`config.mk`:
```
export PLATFORM = sky130hd
export DESIGN_NAME = utf8_stream_decoder_top
export DESIGN_NICKNAME = d
export VERILOG_FILES = /design/src/hw/rtl/u8d_pkg.sv /design/src/hw/rtl/u8d_step.sv /design/src/hw/rtl/utf8_stream_decoder_top.sv
export SDC_FILE = /design/constraint.sdc
export NUM_CORES = 1
export LEC_CHECK = 0
export BUFFER_PORTS_ARGS = -buffer_cell sky130_fd_sc_hd__buf_2
export CORE_ASPECT_RATIO = 0.7
export CORE_MARGIN = 3
export CORE_UTILIZATION = 45
export CTS_CLUSTER_SIZE = 8
export DETAILED_ROUTE_END_ITERATION = 10
export PLACE_DENSITY = 0.68
export SLEW_MARGIN = 20
export SYNTH_ARGS = -nofsm -noshare
export SYNTH_HDL_FRONTEND = slang
export SYNTH_SLANG_ARGS = --single-unit
```
`constraint.sdc`:
```
create_clock -name clk -period 4.4 [get_ports clk]
set_input_delay 0.66 -clock clk [delete_from_list [all_inputs] [get_ports clk]]
set_output_delay 0.66 -clock clk [all_outputs]
set_load 0.05 [all_outputs]
```
`src/hw/rtl/u8d_pkg.sv`:
```
// Shared types, constants and helpers for the UTF-8 stream decoder.
`timescale 1ns / 1ps

package u8d_pkg;

    localparam int CpWidth  = 31;
    localparam int LenWidth = 3;

    typedef enum logic [1:0] {
        ST_OK       = 2'd0,
        ST_BADLEAD  = 2'd1,
        ST_BADCONT  = 2'd2,
        ST_OVERLONG = 2'd3
    } status_t;

    // Decoder state carried from byte to byte.
    typedef struct packed {
        logic [CpWidth-1:0]  partial;
        logic [LenWidth-1:0] needed;
        logic [LenWidth-1:0] total;
    } dec_state_t;

    // One decoded result.
    typedef struct packed {
        logic [CpWidth-1:0]  code_point;
        logic [LenWidth-1:0] seq_length;
        status_t             status;
    } dec_result_t;

    // Smallest legal value for each sequence length.
    function automatic logic [CpWidth-1:0] min_value(input logic [LenWidth-1:0] len);
        logic [CpWidth-1:0] lim;
        case (len)
            3'd2:    lim = 31'h0000_0080;
            3'd3:    lim = 31'h0000_0800;
            3'd4:    lim = 31'h0001_0000;
            3'd5:    lim = 31'h0020_0000;
            3'd6:    lim = 31'h0400_0000;
            default: lim = '0;
        endcase
        return lim;
    endfunction

endpackage

```
`src/hw/rtl/u8d_step.sv`:
```
// Per-byte decode step: next state and optional result from one byte.
`timescale 1ns / 1ps

module u8d_step
(
    input  logic [7:0]           in_byte,
    input  u8d_pkg::dec_state_t  cur_state,
    output u8d_pkg::dec_state_t  next_state,
    output logic                 res_valid,
    output u8d_pkg::dec_result_t res
);

    logic [u8d_pkg::CpWidth-1:0]  shifted;
    logic [u8d_pkg::LenWidth-1:0] used;

    assign shifted = {cur_state.partial[u8d_pkg::CpWidth-7:0], in_byte[5:0]};
    assign used    = cur_state.total - cur_state.needed + 3'd1;

    always_comb
    begin
        next_state     = cur_state;
        res_valid      = 1'b0;
        res.code_point = '0;
        res.seq_length = 3'd1;
        res.status     = u8d_pkg::ST_OK;

        if (cur_state.needed == '0)
        begin
            // Lead byte: classify by leading ones.
            if (in_byte[7] == 1'b0)
            begin
                res_valid      = 1'b1;
                res.code_point = {{(u8d_pkg::CpWidth-8){1'b0}}, in_byte};
            end
            else if (in_byte[7:5] == 3'b110)
            begin
                next_state.partial = {{(u8d_pkg::CpWidth-5){1'b0}}, in_byte[4:0]};
                next_state.total   = 3'd2;
                next_state.needed  = 3'd1;
            end
            else if (in_byte[7:4] == 4'b1110)
            begin
                next_state.partial = {{(u8d_pkg::CpWidth-4){1'b0}}, in_byte[3:0]};
                next_state.total   = 3'd3;
                next_state.needed  = 3'd2;
            end
            else if (in_byte[7:3] == 5'b11110)
            begin
                next_state.partial = {{(u8d_pkg::CpWidth-3){1'b0}}, in_byte[2:0]};
                next_state.total   = 3'd4;
                next_state.needed  = 3'd3;
            end
            else if (in_byte[7:2] == 6'b111110)
            begin
                next_state.partial = {{(u8d_pkg::CpWidth-2){1'b0}}, in_byte[1:0]};
                next_state.total   = 3'd5;
                next_state.needed  = 3'd4;
            end
            else if (in_byte[7:1] == 7'b1111110)
            begin
                next_state.partial = {{(u8d_pkg::CpWidth-1){1'b0}}, in_byte[0]};
                next_state.total   = 3'd6;
                next_state.needed  = 3'd5;
            end
            else
            begin
                res_valid  = 1'b1;
                res.status = u8d_pkg::ST_BADLEAD;
            end
        end
        else if (in_byte[7:6] != 2'b10)
        begin
            // Drop the sequence; the failing byte is consumed.
            next_state     = '0;
            res_valid      = 1'b1;
            res.seq_length = used;
            res.status     = u8d_pkg::ST_BADCONT;
        end
        else if (cur_state.needed == 3'd1)
        begin
            // Last continuation: check for an overlong form.
            next_state     = '0;
            res_valid      = 1'b1;
            res.seq_length = cur_state.total;
            if (shifted < u8d_pkg::min_value(cur_state.total))
            begin
                res.status = u8d_pkg::ST_OVERLONG;
            end
            else
            begin
                res.code_point = shifted;
            end
        end
        else
        begin
            next_state.partial = shifted;
            next_state.needed  = cur_state.needed - 3'd1;
        end
    end

endmodule

```
`src/hw/rtl/utf8_stream_decoder_top.sv`:
```
// Top level of the UTF-8 stream decoder (1-to-6-byte form, 31-bit code points).
`timescale 1ns / 1ps

// Usage:
//   Input channel: one raw byte per beat on in_byte, qualified by in_valid;
//   the block raises in_stall to hold the sender off.
//   Output channel: one decoded result per beat on code_point, seq_length
//   and status, qualified by out_valid; the receiver raises out_stall.
//   A result appears when a sequence completes or an error is found:
//   status 0 ok, 1 invalid lead byte, 2 bad continuation byte, 3 overlong.
//   On any error code_point is zero and the decoder expects a lead byte.
//   Results are registered: the output (or skid) register takes a result
//   when the byte that completes (or breaks) its sequence is accepted.
//   Throughput: one byte per cycle while in_stall is low; the decode of each
//   byte is a single combinational step from decoder state to output register.
//   Stall: a two-entry output buffer (output register plus skid register)
//   keeps the input open for one more result while the receiver stalls;
//   in_stall rises only once both entries hold results.
//   Reset (rst_n low, asynchronous): the decoder returns to expecting a
//   lead byte, any partial sequence is dropped and both output entries
//   are emptied.
module utf8_stream_decoder_top
(
    input  logic        clk,
    input  logic        rst_n,

    input  logic        in_valid,
    output logic        in_stall,
    input  logic [7:0]  in_byte,

    output logic        out_valid,
    input  logic        out_stall,
    output logic [30:0] code_point,
    output logic [2:0]  seq_length,
    output logic [1:0]  status
);

    u8d_pkg::dec_state_t  state_reg;
    u8d_pkg::dec_state_t  state_next;
    u8d_pkg::dec_result_t step_res;
    logic                 step_valid;

    u8d_pkg::dec_result_t out_reg;
    u8d_pkg::dec_result_t skid_reg;
    logic                 out_valid_reg;
    logic                 skid_valid_reg;

    logic                 accept;
    logic                 push;
    logic                 pop;

    // Stall the input only when the skid entry is taken.
    assign in_stall = skid_valid_reg;
    assign accept   = in_valid && !skid_valid_reg;
    assign push     = accept && step_valid;
    assign pop      = out_valid_reg && !out_stall;

    u8d_step u_step
    (
        .in_byte    (in_byte),
        .cur_state  (state_reg),
        .next_state (state_next),
        .res_valid  (step_valid),
        .res        (step_res)
    );

    // Decoder state: advance on every accepted byte.
    always_ff @(posedge clk or negedge rst_n)
    begin
        if (!rst_n)
        begin
            state_reg <= '0;
        end
        else if (accept)
        begin
            state_reg <= state_next;
        end
    end

    // Output valid flags.
    always_ff @(posedge clk or negedge rst_n)
    begin
        if (!rst_n)
        begin
            out_valid_reg  <= 1'b0;
            skid_valid_reg <= 1'b0;
        end
        else if (skid_valid_reg)
        begin
            if (pop)
            begin
                skid_valid_reg <= 1'b0;
            end
        end
        else if (!out_valid_reg || pop)
        begin
            out_valid_reg <= push;
        end
        else if (push)
        begin
            skid_valid_reg <= 1'b1;
        end
    end

    // Output payload: no reset needed.
    always_ff @(posedge clk)
    begin
        if (skid_valid_reg)
        begin
            if (pop)
            begin
                out_reg <= skid_reg;
            end
        end
        else if (!out_valid_reg || pop)
        begin
            if (push)
            begin
                out_reg <= step_res;
            end
        end
        else if (push)
        begin
            skid_reg <= step_res;
        end
    end

    assign out_valid  = out_valid_reg;
    assign code_point = out_reg.code_point;
    assign seq_length = out_reg.seq_length;
    assign status     = out_reg.status;

endmodule

```
==> impl_metrics.tcl <==
set metrics [dict create \
    coreArea_um2 10400 \
    drtAntennaViolNets 0 \
    rr_startpoint "state_reg[1]" \
    nFillCells 907 \
    dieArea_um2 12100 \
    globalplace.congestion 0.951 \
    total_power_mw 3.82 \
    post-route-period-util 0.650 \
    period_minus_slack_ns 2.86 \
    leakage_nw 2.12 \
    hp-class "primary input to async pin" \
    status "finished, final reports clean" \
    start_util 0.465 \
    clkSinkCount 105 \
    path_class "flop to flop" \
    nets 514 \
    diodes 0 \
    tightest_slew_ns 0.921 \
    drtPass1Iterations 7 \
    ys_types 47 \
    largest_register_ffs 36 \
    synthArstFlopShare 0.314 \
    drive_gt1_frac 0.187 \
    drv_slew 0 \
    hold_viol 0 \
    synth_ff_type "edfxtp_1" \
    drcViolationCount 0 \
    ctsRootBufferMaster "clkbuf_16" \
    routedWlPerCell_um 16.1 \
    htree_levels 3 \
    worstSkewPairLatency_ns 0.35 \
    worst_ep_required_time_ns 4.54 \
    cts.path.max_buffers 2 \
    ctsHoldBuffers 0 \
    die_h_um 92.9 \
    dieWidth_um 130 \
    syn-mean-instance-area_um2 10.9 \
    startpoint "state_reg[1]" \
    port-buffer-count 49 \
    gr-total-overflow 0 \
    cts_resized 0 \
    final_cells 629 \
    finalSetupViolCount 0 \
    ir_drop_uv 443 \
    grt_pass1_vias 3364 \
    viasPerCell 5.47 \
    startpoint_type "flop" \
    cts_tree "yes" \
    clock_skew_ns 0.00736 \
    synth_seq_cells 105 \
    place_hpwl_um 6970 \
    syn_to_final_growth_pct 14.6 \
    rsz0062_at_grt "false" \
    antenna_found_initial 0 \
    critPathMaxFanout 40 \
    grt_pass1_wl_um 16900 \
    grt_max_degree 69 \
    worstPathArrival_ns 3.00 \
    grt_util_all_layers 0.178 \
    drt_iter0_drc 314 \
    placedCellCount 613 \
    design_area_um2 5560 \
    cts_setup_buffers 0 \
    wl_um 10200 \
    row_count 31 \
    clkTransAtPathRegs_ns 0.07 \
    io_pins 50 \
    placed_area_um2 5270 \
    synthCells 447 \
    numCtsBuffers 9 \
    endpoint_kind "flop" \
    netlist_area_um2 4860 \
    vias 3443 \
    yosys_warnings 0 \
    syn_nets 469 \
    relSlewSlack 0.381 \
    synth_seq_area_share 0.615 \
    synth_edf_count 72 \
    max_freq_mhz 350 \
    cap_violations 0 \
    power_density_nw_per_um2 686 \
    finalSetupTns_ns 0 \
]
report_power, final:
| group | internal (mW) | leakage [nW] | total [mW] | switching [mW] |
|---|---|---|---|---|
| Sequential | 1.37 | 1.13 | 1.48 | 0.109 |
| Clock | 0.442 | 0.143 | 0.787 | 0.345 |
| Combinational | 0.383 | 0.845 | 1.55 | 1.16 |
| Total | 2.20 | 2.12 | 3.82 | 1.62 |
worst max-delay path: stages (launching register included):
cell	delay (ns)
dfrtp_1	0.44
inv_1	0.13
nand3b_1	0.09
ha_1	0.30
a211oi_1	0.07
and3_1	0.18
o311ai_1	0.64
o21ai_4	0.15
buf_4	0.30
o31ai_1	0.33
cell type report:
type / instances / area (um^2) / area share
clock inverters: 5 / 57.6 / 0.0103
well taps: 132 / 165 / 0.0297
inverters: 29 / 109 / 0.0196
clock buffers: 11 / 233 / 0.0418
multi-input cells: 290 / 1690 / 0.304
flip-flops and latches: 105 / 2990 / 0.537
repair buffers: 57 / 318 / 0.0571
kinds of logic after synthesis:
kind of cell | share of synthesized area
AOI/OAI and AO/OA | 0.146
and+or+nand+nor | 0.160
buffers and inverters | 0.0430
adders and majority gates | 0.0258
muxes | 0.00464
DFF | 0.615
xor gates and xnor gates | 0.00541
cell usage in the layout, fill, tap and decap left out, drive strengths merged, types with 4 or more instances in the layout:
cell type / count
o31ai: 24
clkinv: 5
nand3: 7
and3: 6
a22o: 7
ha: 10
or2: 4
nand2b: 5
nand3b: 4
clkbuf: 11
nand2: 94
nor2: 29
nor3: 5
a21boi: 7
o21ai: 42
dfrtp: 33
edfxtp: 72
nor2b: 11
buf: 57
a31o: 6
inv: 28
final timing paths:
kind	to	slack [ns]	cells after the start
min reg2reg	state_reg[25]	0.51	2
max in group asynchronous	in_stall	3.51	1
min in group clk	state_reg[25]	0.51	2
max reg2reg	code_point[7]	1.54	9
min	state_reg[5]	0.37	1
max	code_point[7]	1.54	9
metal layers:
metal	track usage	routed length, um	up-vias
li1	-	-	1672
met1	0.263	5080	1647
met2	0.255	4350	109
met3	0.0467	580	15
met5	0	0	-
met4	0.0545	143	0
Yosys cell counts (all sizes together), types with 2 or more instances:
cell type | number | area (um^2)
a21boi | 7 | 52.6
a21oi | 3 | 15.0
a22o | 7 | 61.3
a31o | 6 | 52.6
and3 | 6 | 37.5
buf | 6 | 36.3
clkbuf | 17 | 63.8
dfrtp | 33 | 826
edfxtp | 72 | 2160
ha | 10 | 125
inv | 28 | 105
mux2 | 2 | 22.5
nand2 | 94 | 353
nand2b | 5 | 31.3
nand3 | 7 | 35.0
nand3b | 4 | 30.0
nor2 | 29 | 109
nor2b | 11 | 68.8
nor3 | 5 | 25.0
nor4 | 3 | 31.3
o21a | 2 | 15.0
o21ai | 42 | 210
o31ai | 24 | 195
or2 | 4 | 25.0
xnor2 | 3 | 26.3
stage by stage:
step / utilization / hold WS, ns / setup slack, ns
after floorplan: - / 0.364 / 0.800
after global placement: 0.505 / 0.505 / 1.51
after detailed placement: 0.505 / 0.510 / 1.36
after CTS: 0.533 / 0.397 / 1.26
after global routing: 0.533 / 0.427 / 1.33
final: 0.533 / 0.374 / 1.54
(Power assumes the default switching activity.)
